`config.mk`:
```
export PLATFORM = sky130hd
export DESIGN_NAME = detection_output_decode
export DESIGN_NICKNAME = d
export VERILOG_FILES = /design/src/sv/dod_pkg.sv /design/src/sv/dod_argmax.sv /design/src/sv/dod_norm.sv /design/src/sv/detection_output_decode.sv
export SDC_FILE = /design/constraint.sdc
export NUM_CORES = 2
export LEC_CHECK = 0
export ABC_AREA = 1
export BUFFER_PORTS_ARGS = -buffer_cell sky130_fd_sc_hd__buf_2
export CORE_MARGIN = 3
export CORE_UTILIZATION = 60
export CTS_CLUSTER_SIZE = 24
export DETAILED_ROUTE_END_ITERATION = 10
export GPL_TIMING_DRIVEN = 0
export PLACE_DENSITY = 0.8
export SLEW_MARGIN = 20
export SYNTH_ARGS = -nofsm -noshare
export SYNTH_HDL_FRONTEND = slang
export SYNTH_SLANG_ARGS = --single-unit
```
`constraint.sdc`:
```
create_clock -name i_clk -period 7.7 [get_ports i_clk]
set_clock_uncertainty 0.1 [all_clocks]
set_input_delay 1.155 -clock i_clk [delete_from_list [all_inputs] [get_ports i_clk]]
set_output_delay 1.155 -clock i_clk [all_outputs]
set_load 0.02 [all_outputs]
```
`src/sv/dod_pkg.sv`:
```
// Shared types and constants for the detection output decode block.
// No dependencies; imported by every module of the block.
package dod_pkg;

    // Input word operation codes
    localparam logic OP_COORD = 1'b0;
    localparam logic OP_SCORE = 1'b1;

    // Configuration register indexes
    localparam int CFG_IDX_W = 3;
    typedef enum logic [CFG_IDX_W-1:0] {
        CFG_PAD_X       = 3'd0,
        CFG_PAD_Y       = 3'd1,
        CFG_X_FACTOR    = 3'd2,
        CFG_Y_FACTOR    = 3'd3,
        CFG_THRESHOLD   = 3'd4,
        CFG_NUM_CLASSES = 3'd5
    } t_cfg_idx;

    localparam int CFG_DATA_W = 24;

    // Field widths
    localparam int CORNER_W = 16;
    localparam int SCORE_W  = 16;
    localparam int CLASS_W  = 7;
    localparam int PAD_W    = 10;
    localparam int FACTOR_W = 24;
    localparam int NCLS_W   = 8;
    localparam int BOX_W    = 17;

    // Fixed-point constants: corners are Q.5, result is Q0.16 from Q.5 * Q0.24
    localparam int PAD_SHIFT  = 5;
    localparam int NORM_SHIFT = 13;
    localparam int OFFSET_W   = CORNER_W + 1;
    localparam int MAG_W      = CORNER_W - 1;
    localparam int PROD_W     = MAG_W + FACTOR_W;
    localparam logic [PROD_W:0]   ROUND_HALF = (PROD_W+1)'(1) << (NORM_SHIFT - 1);
    localparam logic [BOX_W-1:0]  NORM_ONE   = BOX_W'(65536);

    // Register reset values
    localparam logic [PAD_W-1:0]    RST_PAD       = '0;
    localparam logic [FACTOR_W-1:0] RST_FACTOR    = FACTOR_W'(1677);
    localparam logic [SCORE_W-1:0]  RST_THRESHOLD = SCORE_W'(32768);
    localparam logic [NCLS_W-1:0]   RST_NCLS      = NCLS_W'(80);

    // A candidate that has passed the argmax and the threshold
    typedef struct packed {
        logic [3:0][CORNER_W-1:0] corners;   // x1, y1, x2, y2
        logic [SCORE_W-1:0]       score;
        logic [CLASS_W-1:0]       cls;
    } t_cand;

endpackage

```
`src/sv/dod_argmax.sv`:
```
// Running argmax over the class scores of one candidate, with corner hold.
// Depends on dod_pkg. Flags the word that completes a candidate worth emitting.
module dod_argmax #(
    parameter int MAX_CLASSES = 128
) (
    input  logic                          i_clk,
    input  logic                          i_rst_n,
    input  logic                          i_accept,
    input  logic                          i_operation,
    input  logic [3:0][dod_pkg::CORNER_W-1:0] i_corners,
    input  logic [dod_pkg::SCORE_W-1:0]   i_class_score,
    input  logic [dod_pkg::NCLS_W-1:0]    i_num_classes,
    input  logic [dod_pkg::SCORE_W-1:0]   i_threshold,
    output logic                          o_emit,
    output dod_pkg::t_cand                o_cand
);
    import dod_pkg::*;

    localparam int CNT_W = $clog2(MAX_CLASSES + 1);
    localparam int EXT_W = (CNT_W > NCLS_W) ? CNT_W : NCLS_W;

    logic [3:0][CORNER_W-1:0] r_corners;
    logic [SCORE_W-1:0]       r_best, n_best;
    logic [CLASS_W-1:0]       r_cls, n_cls;
    logic                     r_found, n_found;
    logic [CNT_W-1:0]         r_cnt, n_cnt;

    logic [EXT_W-1:0] ncls_ext;
    logic [CNT_W-1:0] n_eff;
    logic             active;
    logic             last;

    // Class count clamped to 1..MAX_CLASSES
    always_comb begin
        ncls_ext = EXT_W'(i_num_classes);
        if (ncls_ext == '0) begin
            n_eff = CNT_W'(1);
        end else if (ncls_ext > EXT_W'(MAX_CLASSES)) begin
            n_eff = CNT_W'(MAX_CLASSES);
        end else begin
            n_eff = ncls_ext[CNT_W-1:0];
        end
    end

    always_comb begin
        active  = (i_operation == OP_SCORE) && (r_cnt < n_eff);
        n_best  = r_best;
        n_cls   = r_cls;
        n_found = r_found;
        n_cnt   = r_cnt;
        if (active) begin
            if (i_class_score > r_best) begin
                n_best  = i_class_score;
                n_cls   = CLASS_W'(r_cnt);
                n_found = 1'b1;
            end
            n_cnt = r_cnt + CNT_W'(1);
        end
        last   = active && (n_cnt == n_eff);
        o_emit = last && n_found && (n_best >= i_threshold);

        o_cand.corners = r_corners;
        o_cand.score   = n_best;
        o_cand.cls     = n_cls;
    end

    always_ff @(posedge i_clk) begin
        if (!i_rst_n) begin
            r_corners <= '0;
            r_best    <= '0;
            r_cls     <= '0;
            r_found   <= 1'b0;
            r_cnt     <= '0;
        end else if (i_accept) begin
            if (i_operation == OP_COORD) begin
                r_corners <= i_corners;
                r_best    <= '0;
                r_cls     <= '0;
                r_found   <= 1'b0;
                r_cnt     <= '0;
            end else begin
                r_best  <= n_best;
                r_cls   <= n_cls;
                r_found <= n_found;
                r_cnt   <= n_cnt;
            end
        end
    end

endmodule

```
`src/sv/dod_norm.sv`:
```
// One corner: remove letterbox pad, scale by the axis factor, round, clamp.
// Depends on dod_pkg. Pure combinational, one 15x24 multiply.
module dod_norm (
    input  logic [dod_pkg::CORNER_W-1:0] i_corner,
    input  logic [dod_pkg::PAD_W-1:0]    i_pad,
    input  logic [dod_pkg::FACTOR_W-1:0] i_factor,
    output logic [dod_pkg::BOX_W-1:0]    o_box
);
    import dod_pkg::*;

    logic signed [OFFSET_W-1:0] offset;
    logic [MAG_W-1:0]           mag;
    logic [PROD_W-1:0]          prod;
    logic [PROD_W:0]            rounded;
    logic [PROD_W-NORM_SHIFT:0] scaled;

    always_comb begin
        // Pad is whole pixels, corners Q.5; positive offsets never exceed 15 bits
        offset  = $signed({i_corner[CORNER_W-1], i_corner})
                - $signed(OFFSET_W'({i_pad, PAD_SHIFT'(0)}));
        mag     = offset[MAG_W-1:0];
        prod    = PROD_W'(mag) * PROD_W'(i_factor);
        rounded = {1'b0, prod} + ROUND_HALF;
        scaled  = rounded[PROD_W:NORM_SHIFT];
        if (offset <= 0) begin
            o_box = '0;
        end else if (scaled > (PROD_W-NORM_SHIFT+1)'(NORM_ONE)) begin
            o_box = NORM_ONE;
        end else begin
            o_box = scaled[BOX_W-1:0];
        end
    end

endmodule

```
`src/sv/detection_output_decode.sv`:
```
// Detection output decode: argmax over class scores, then box normalisation.
// Takes one word per cycle while o_stall is low. The final score word of a candidate
// is registered in the candidate stage (argmax), then normalised by the multiply into
// the output register. Synchronous active-low reset clears candidate state and
// pipeline valids and loads the configuration registers with their default values.
module detection_output_decode #(
    parameter int MAX_CLASSES = 128
) (
    input  logic                             i_clk,
    input  logic                             i_rst_n,
    // configuration
    input  logic                             i_cfg_valid,
    output logic                             o_cfg_ready,
    input  logic [dod_pkg::CFG_IDX_W-1:0]    i_cfg_index,
    input  logic [dod_pkg::CFG_DATA_W-1:0]   i_cfg_data,
    // input words
    input  logic                             i_valid,
    output logic                             o_stall,
    input  logic                             i_operation,
    input  logic signed [dod_pkg::CORNER_W-1:0] i_corner_x1,
    input  logic signed [dod_pkg::CORNER_W-1:0] i_corner_y1,
    input  logic signed [dod_pkg::CORNER_W-1:0] i_corner_x2,
    input  logic signed [dod_pkg::CORNER_W-1:0] i_corner_y2,
    input  logic [dod_pkg::SCORE_W-1:0]      i_class_score,
    // result words
    output logic                             o_valid,
    input  logic                             i_stall,
    output logic [dod_pkg::BOX_W-1:0]        o_box_x1,
    output logic [dod_pkg::BOX_W-1:0]        o_box_y1,
    output logic [dod_pkg::BOX_W-1:0]        o_box_x2,
    output logic [dod_pkg::BOX_W-1:0]        o_box_y2,
    output logic [dod_pkg::SCORE_W-1:0]      o_best_score,
    output logic [dod_pkg::CLASS_W-1:0]      o_best_class
);
    import dod_pkg::*;

    logic [PAD_W-1:0]    r_pad_x, r_pad_y;
    logic [FACTOR_W-1:0] r_x_factor, r_y_factor;
    logic [SCORE_W-1:0]  r_threshold;
    logic [NCLS_W-1:0]   r_num_classes;

    logic  r_s1_valid, n_s1_valid;
    t_cand r_s1;
    logic  r_out_valid, n_out_valid;
    logic [3:0][BOX_W-1:0] r_box;
    logic [SCORE_W-1:0]    r_score;
    logic [CLASS_W-1:0]    r_cls;

    logic  in_accept;
    logic  s2_load;
    logic  emit;
    t_cand cand;
    logic [3:0][BOX_W-1:0] norm_box;

    assign o_cfg_ready = 1'b1;

    always_ff @(posedge i_clk) begin
        if (!i_rst_n) begin
            r_pad_x       <= RST_PAD;
            r_pad_y       <= RST_PAD;
            r_x_factor    <= RST_FACTOR;
            r_y_factor    <= RST_FACTOR;
            r_threshold   <= RST_THRESHOLD;
            r_num_classes <= RST_NCLS;
        end else if (i_cfg_valid && o_cfg_ready) begin
            unique case (i_cfg_index)
                CFG_PAD_X:       r_pad_x       <= i_cfg_data[PAD_W-1:0];
                CFG_PAD_Y:       r_pad_y       <= i_cfg_data[PAD_W-1:0];
                CFG_X_FACTOR:    r_x_factor    <= i_cfg_data[FACTOR_W-1:0];
                CFG_Y_FACTOR:    r_y_factor    <= i_cfg_data[FACTOR_W-1:0];
                CFG_THRESHOLD:   r_threshold   <= i_cfg_data[SCORE_W-1:0];
                CFG_NUM_CLASSES: r_num_classes <= i_cfg_data[NCLS_W-1:0];
                default: ;
            endcase
        end
    end

    // Handshake: the output register frees the candidate stage, which frees input
    assign s2_load   = r_s1_valid && (!r_out_valid || !i_stall);
    assign o_stall   = r_s1_valid && !s2_load;
    assign in_accept = i_valid && !o_stall;

    dod_argmax #(
        .MAX_CLASSES (MAX_CLASSES)
    ) u_argmax (
        .i_clk         (i_clk),
        .i_rst_n       (i_rst_n),
        .i_accept      (in_accept),
        .i_operation   (i_operation),
        .i_corners     ({i_corner_y2, i_corner_x2, i_corner_y1, i_corner_x1}),
        .i_class_score (i_class_score),
        .i_num_classes (r_num_classes),
        .i_threshold   (r_threshold),
        .o_emit        (emit),
        .o_cand        (cand)
    );

    // corners[0..3] = x1, y1, x2, y2; even ones are x
    for (genvar g = 0; g < 4; g++) begin : g_norm
        dod_norm u_norm (
            .i_corner (r_s1.corners[g]),
            .i_pad    ((g % 2 == 0) ? r_pad_x : r_pad_y),
            .i_factor ((g % 2 == 0) ? r_x_factor : r_y_factor),
            .o_box    (norm_box[g])
        );
    end

    always_comb begin
        n_s1_valid = r_s1_valid;
        if (in_accept && emit) begin
            n_s1_valid = 1'b1;
        end else if (s2_load) begin
            n_s1_valid = 1'b0;
        end
        n_out_valid = r_out_valid;
        if (s2_load) begin
            n_out_valid = 1'b1;
        end else if (!i_stall) begin
            n_out_valid = 1'b0;
        end
    end

    always_ff @(posedge i_clk) begin
        if (!i_rst_n) begin
            r_s1_valid  <= 1'b0;
            r_out_valid <= 1'b0;
        end else begin
            r_s1_valid  <= n_s1_valid;
            r_out_valid <= n_out_valid;
        end
    end

    always_ff @(posedge i_clk) begin
        if (in_accept && emit) begin
            r_s1 <= cand;
        end
        if (s2_load) begin
            r_box   <= norm_box;
            r_score <= r_s1.score;
            r_cls   <= r_s1.cls;
        end
    end

    assign o_valid      = r_out_valid;
    assign o_box_x1     = r_box[0];
    assign o_box_y1     = r_box[1];
    assign o_box_x2     = r_box[2];
    assign o_box_y2     = r_box[3];
    assign o_best_score = r_score;
    assign o_best_class = r_cls;

`ifndef NO_ASSERTIONS
    a_emit_on_score: assert property (@(posedge i_clk) disable iff (!i_rst_n)
        (in_accept && emit) |-> (i_operation == OP_SCORE))
        else $error("candidate completed by a coordinate word");

    a_score_threshold: assert property (@(posedge i_clk) disable iff (!i_rst_n)
        o_valid |-> (o_best_score >= r_threshold && o_best_score != '0))
        else $error("result below threshold or without a winning class");

    a_box_clamped: assert property (@(posedge i_clk) disable iff (!i_rst_n)
        o_valid |-> (o_box_x1 <= NORM_ONE && o_box_y1 <= NORM_ONE &&
                     o_box_x2 <= NORM_ONE && o_box_y2 <= NORM_ONE))
        else $error("box coordinate above one");

    a_cand_held: assert property (@(posedge i_clk) disable iff (!i_rst_n)
        (r_s1_valid && !s2_load) |=> (r_s1_valid && $stable(r_s1)))
        else $error("pending candidate lost while output stalled");
`endif

endmodule

```
==> results.sh <==
export IMPL_die_w_um=335
export IMPL_hold_buffers=0
export IMPL_critPathRequiredTime_ns=7.98
export IMPL_synth_edf_count=178
export IMPL_crit_start="r_s1[46]"
export IMPL_dieArea_um2=112000
export IMPL_h_tree_depth=2
export IMPL_violations="setup timing"
export IMPL_crit_type="register to register"
export IMPL_rows=120
export IMPL_reg2reg_to="o_box_y1[8]"
export IMPL_synthesis_instances=8281
export IMPL_critPathMaxStageDelay_ns=0.59
export IMPL_die_h_um=335
export IMPL_cts_buffers_inserted=42
export IMPL_ys_seq_area_frac=0.141
export IMPL_clkTransAtPathRegs_ns=0.07
export IMPL_power_internal_mw=11.0
export IMPL_syn_nets=10110
export IMPL_drive_above_1_share=0.135
export IMPL_pwr_share_comb=0.826
export IMPL_critPathCaptureType="register"
export IMPL_place_area_um2=67900
export IMPL_crit_fanout=6
export IMPL_grt_pass1_vias=58298
export IMPL_start_kind="register"
export IMPL_p_clk_frac=0.086
export IMPL_period_needed_ns=7.94
export IMPL_firstDrtPassIters=7
export IMPL_netlist_area_um2=64900
export IMPL_syn_to_final_growth_pct=14.6
export IMPL_maxSlewHeadroom=0.149
export IMPL_timing_final_ws_setup_ns=-0.243
export IMPL_p_sw_frac=0.549
export IMPL_cp_endpoint="o_box_y1[8]"
export IMPL_vias=57204
export IMPL_grt_pass1_wl_um=320000
export IMPL_cpMaxStageDelayCell="fa_1"
export IMPL_tightestPinTransition_ns=1.27
export IMPL_clk_latency_ns=0.66
export IMPL_wl_per_cell_um=20.6
export IMPL_hold_viol=0
export IMPL_clockRootBuffer="clkbuf_16"
export IMPL_cpMostUsedCell="fa_1"
export IMPL_multi_input_comb_area_um2=50100
export IMPL_hp_class="register to register"
export IMPL_viasPerCell=5.65
export IMPL_dp_hpwl_um=169000
export IMPL_fill_cells=8759
export IMPL_power_density_nw_per_um2=328
export IMPL_worstPathArrival_ns=8.23
export IMPL_ys_warnings_count=0
export IMPL_layout_common_cells="inv_1, nand2_1, fa_1"
export IMPL_finalWeightedCongestion=1.03
export IMPL_cts_sinks=368
export IMPL_drtIter0Drc=4639
export IMPL_ff_latch_area_um2=9150
export IMPL_regToRegStartpoint="r_s1[46]"
export IMPL_totalWireLength_um=209000
export IMPL_overflow=0
export IMPL_reg2regPathDepth=41
export IMPL_ys_ff_latch=368
export IMPL_synth_top_flop_cell="dfxtp_1"
export IMPL_setup_viol=65
export IMPL_fmax_mhz=126
export IMPL_grt_use_total=0.369
export IMPL_ir_drop_v=0.000665
export IMPL_power_share_sequential=0.089
export IMPL_core_area_um2=107000
export IMPL_initial_utilization=0.606
export IMPL_fin_cells=10123
export IMPL_status="complete, but fails checks"
export IMPL_dp_cells=9895
export IMPL_drv_cap=0
export IMPL_reg2reg_slack_ns=-0.24
export IMPL_clk_path_buf_depth=3
export IMPL_postRouteAntennaNets=0
export IMPL_finalCritPeriodShare=1.03
export IMPL_ys_types=49
export IMPL_io_buffer_count=204
export IMPL_final_common_cell="inv_1"
export IMPL_switchingPower_mw=13.4
export IMPL_io_pins=207
export IMPL_drcViolationCount=0
export IMPL_leakagePower_nw=36.9
export IMPL_async_flop_share=0
export IMPL_maxSlewViolCount=0
export IMPL_cts_tree="done"
export IMPL_synth_avg_cell_area_um2=7.84
export IMPL_antenna_found_initial=4
export IMPL_final_area_um2=74400
export IMPL_nets=10512
export IMPL_rsz0062_at_grt="yes"
export IMPL_grt_max_degree=30
==> cells in the mapped netlist (3+ instances only) <==
library cell  number  area share
o21ai_1            4     0.00031
nor3_2            11      0.0017
a21boi_0           5     0.00058
dfxtp_1          190       0.059
buf_2             11     0.00085
nand2_1         1795        0.10
and3_1             3     0.00029
clkinv_1          19      0.0011
o21ai_0          286       0.022
a211oi_1           9      0.0010
or2_1              3     0.00029
a21o_1            21      0.0024
or2_2             26      0.0025
xnor2_1           21      0.0028
a21oi_1          324       0.025
nor3_1            55      0.0042
o21bai_1          26      0.0030
a31oi_1           22      0.0021
inv_2              4     0.00023
nand4_1           46      0.0044
inv_1           2003        0.12
nand3_1          189       0.015
ha_1             568        0.11
o21a_1            21      0.0024
buf_6              4     0.00069
nand2_2           11      0.0011
fa_1            1148        0.35
and2_1             6     0.00058
o311ai_0           5     0.00067
nor4_1            19      0.0018
nor2_2            29      0.0028
nor2_1           828       0.048
xor2_1            42      0.0057
clkbuf_1         283       0.016
nand3b_1          13      0.0015
o211ai_1          14      0.0016
buf_1             21      0.0012
nand3_2            5     0.00077
edfxtp_1         178       0.082
==> state kept, by name (all words and copies together) (netlist names), 17 cells and up <==
name	flops
r_y_factor	24
o_box_x2	17
o_box_x1	17
r_x_factor	24
o_box_y1	17
o_box_y2	17
r_s1	87
u_argmax.o_cand	64
==> critical path: cells and delay by family, from the launching register on <==
family	cells	cell delay, ns
AOI/OAI and AO/OA	4	0.51
buffers and inverters	10	1.00
adders and majority gates	8	3.76
and+or+nand+nor	19	1.90
DFF	1	0.42
==> logic make-up (layout without fill, tap and decap cells) <==
group                    Yosys count  in the layout  share of synthesized area
adder cells (fa/ha/maj)         1716           1716                      0.463
XOR/XNOR                          63             63                    0.00850
flip-flops                       368            368                      0.141
buffers and inverters           2347           2783                      0.136
AND/OR/NAND/NOR                 3042           3042                      0.189
AO/OA/AOI/OAI                    744            744                     0.0622
other                              1              4                  0.0000577
==> worst min path at each step <==
stage	from	cells after the start	end	slack [ns]
4_1_cts	r_s1[21]	0	o_best_score[14]	0.32
3_3_place_gp	r_s1[17]	0	o_best_score[10]	0.30
5_1_grt	r_s1[15]	0	o_best_score[8]	0.32
6_report	r_s1[21]	0	o_best_score[14]	0.31
2_1_floorplan	r_s1[0]	0	o_best_class[0]	0.30
3_5_place_dp	r_s1[15]	0	o_best_score[8]	0.30
==> cell type report <==
cell class | instances | share of cell area
diodes | 3 | 0.000101
flip-flops and latches | 368 | 0.123
plain buffers | 312 | 0.0213
repair buffers | 367 | 0.0356
well taps | 1403 | 0.0236
clock inverters | 27 | 0.00383
multi-input cells | 5566 | 0.674
clock buffers | 51 | 0.0154
inverters | 2026 | 0.103
==> power groups by stage <==
stage | logic [mW] | registers [mW] | clock network [mW]
finish | 20.1 | 2.16 | 2.09
global route | 21.9 | 2.16 | 2.18
CTS | 16.4 | 2.16 | 2.11
detailed placement | 13.9 | 2.20 | 0
global placement | 13.8 | 2.20 | 0
floorplan | 10.0 | 2.19 | 0
==> through the flow <==
stage	setup TNS, ns	setup WS, ns	power, mW	hold slack (ns)	util
after global routing	-26.37	-0.483	26.2	0.325	0.694
after CTS	-3.65	-0.196	20.7	0.318	0.671
after global placement	-272.63	-1.50	16.0	0.301	0.632
after floorplan	0	0.288	12.2	0.300	-
final	-8.61	-0.243	24.4	0.312	0.694
after detailed placement	-65.70	-1.22	16.1	0.305	0.633
==> routing by layer <==
| layer | GRT usage | vias up | routed length, µm |
|---|---|---|---|
| li1 | - | 25478 | - |
| met1 | 0.466 | 27881 | 77700 |
| met2 | 0.594 | 3051 | 95600 |
| met3 | 0.0869 | 794 | 21700 |
| met4 | 0.192 | 0 | 13800 |
| met5 | 0 | - | 0 |
==> timing repair <==
item / 4_1_cts / 5_1_grt
resized for setup: 525 / 508
endpoints found under the setup margin: 68 / 68
setup buffers: 74 / 74
pin swaps: 97 / 179
cloned: 6 / 3
(Power assumes the default switching activity.)
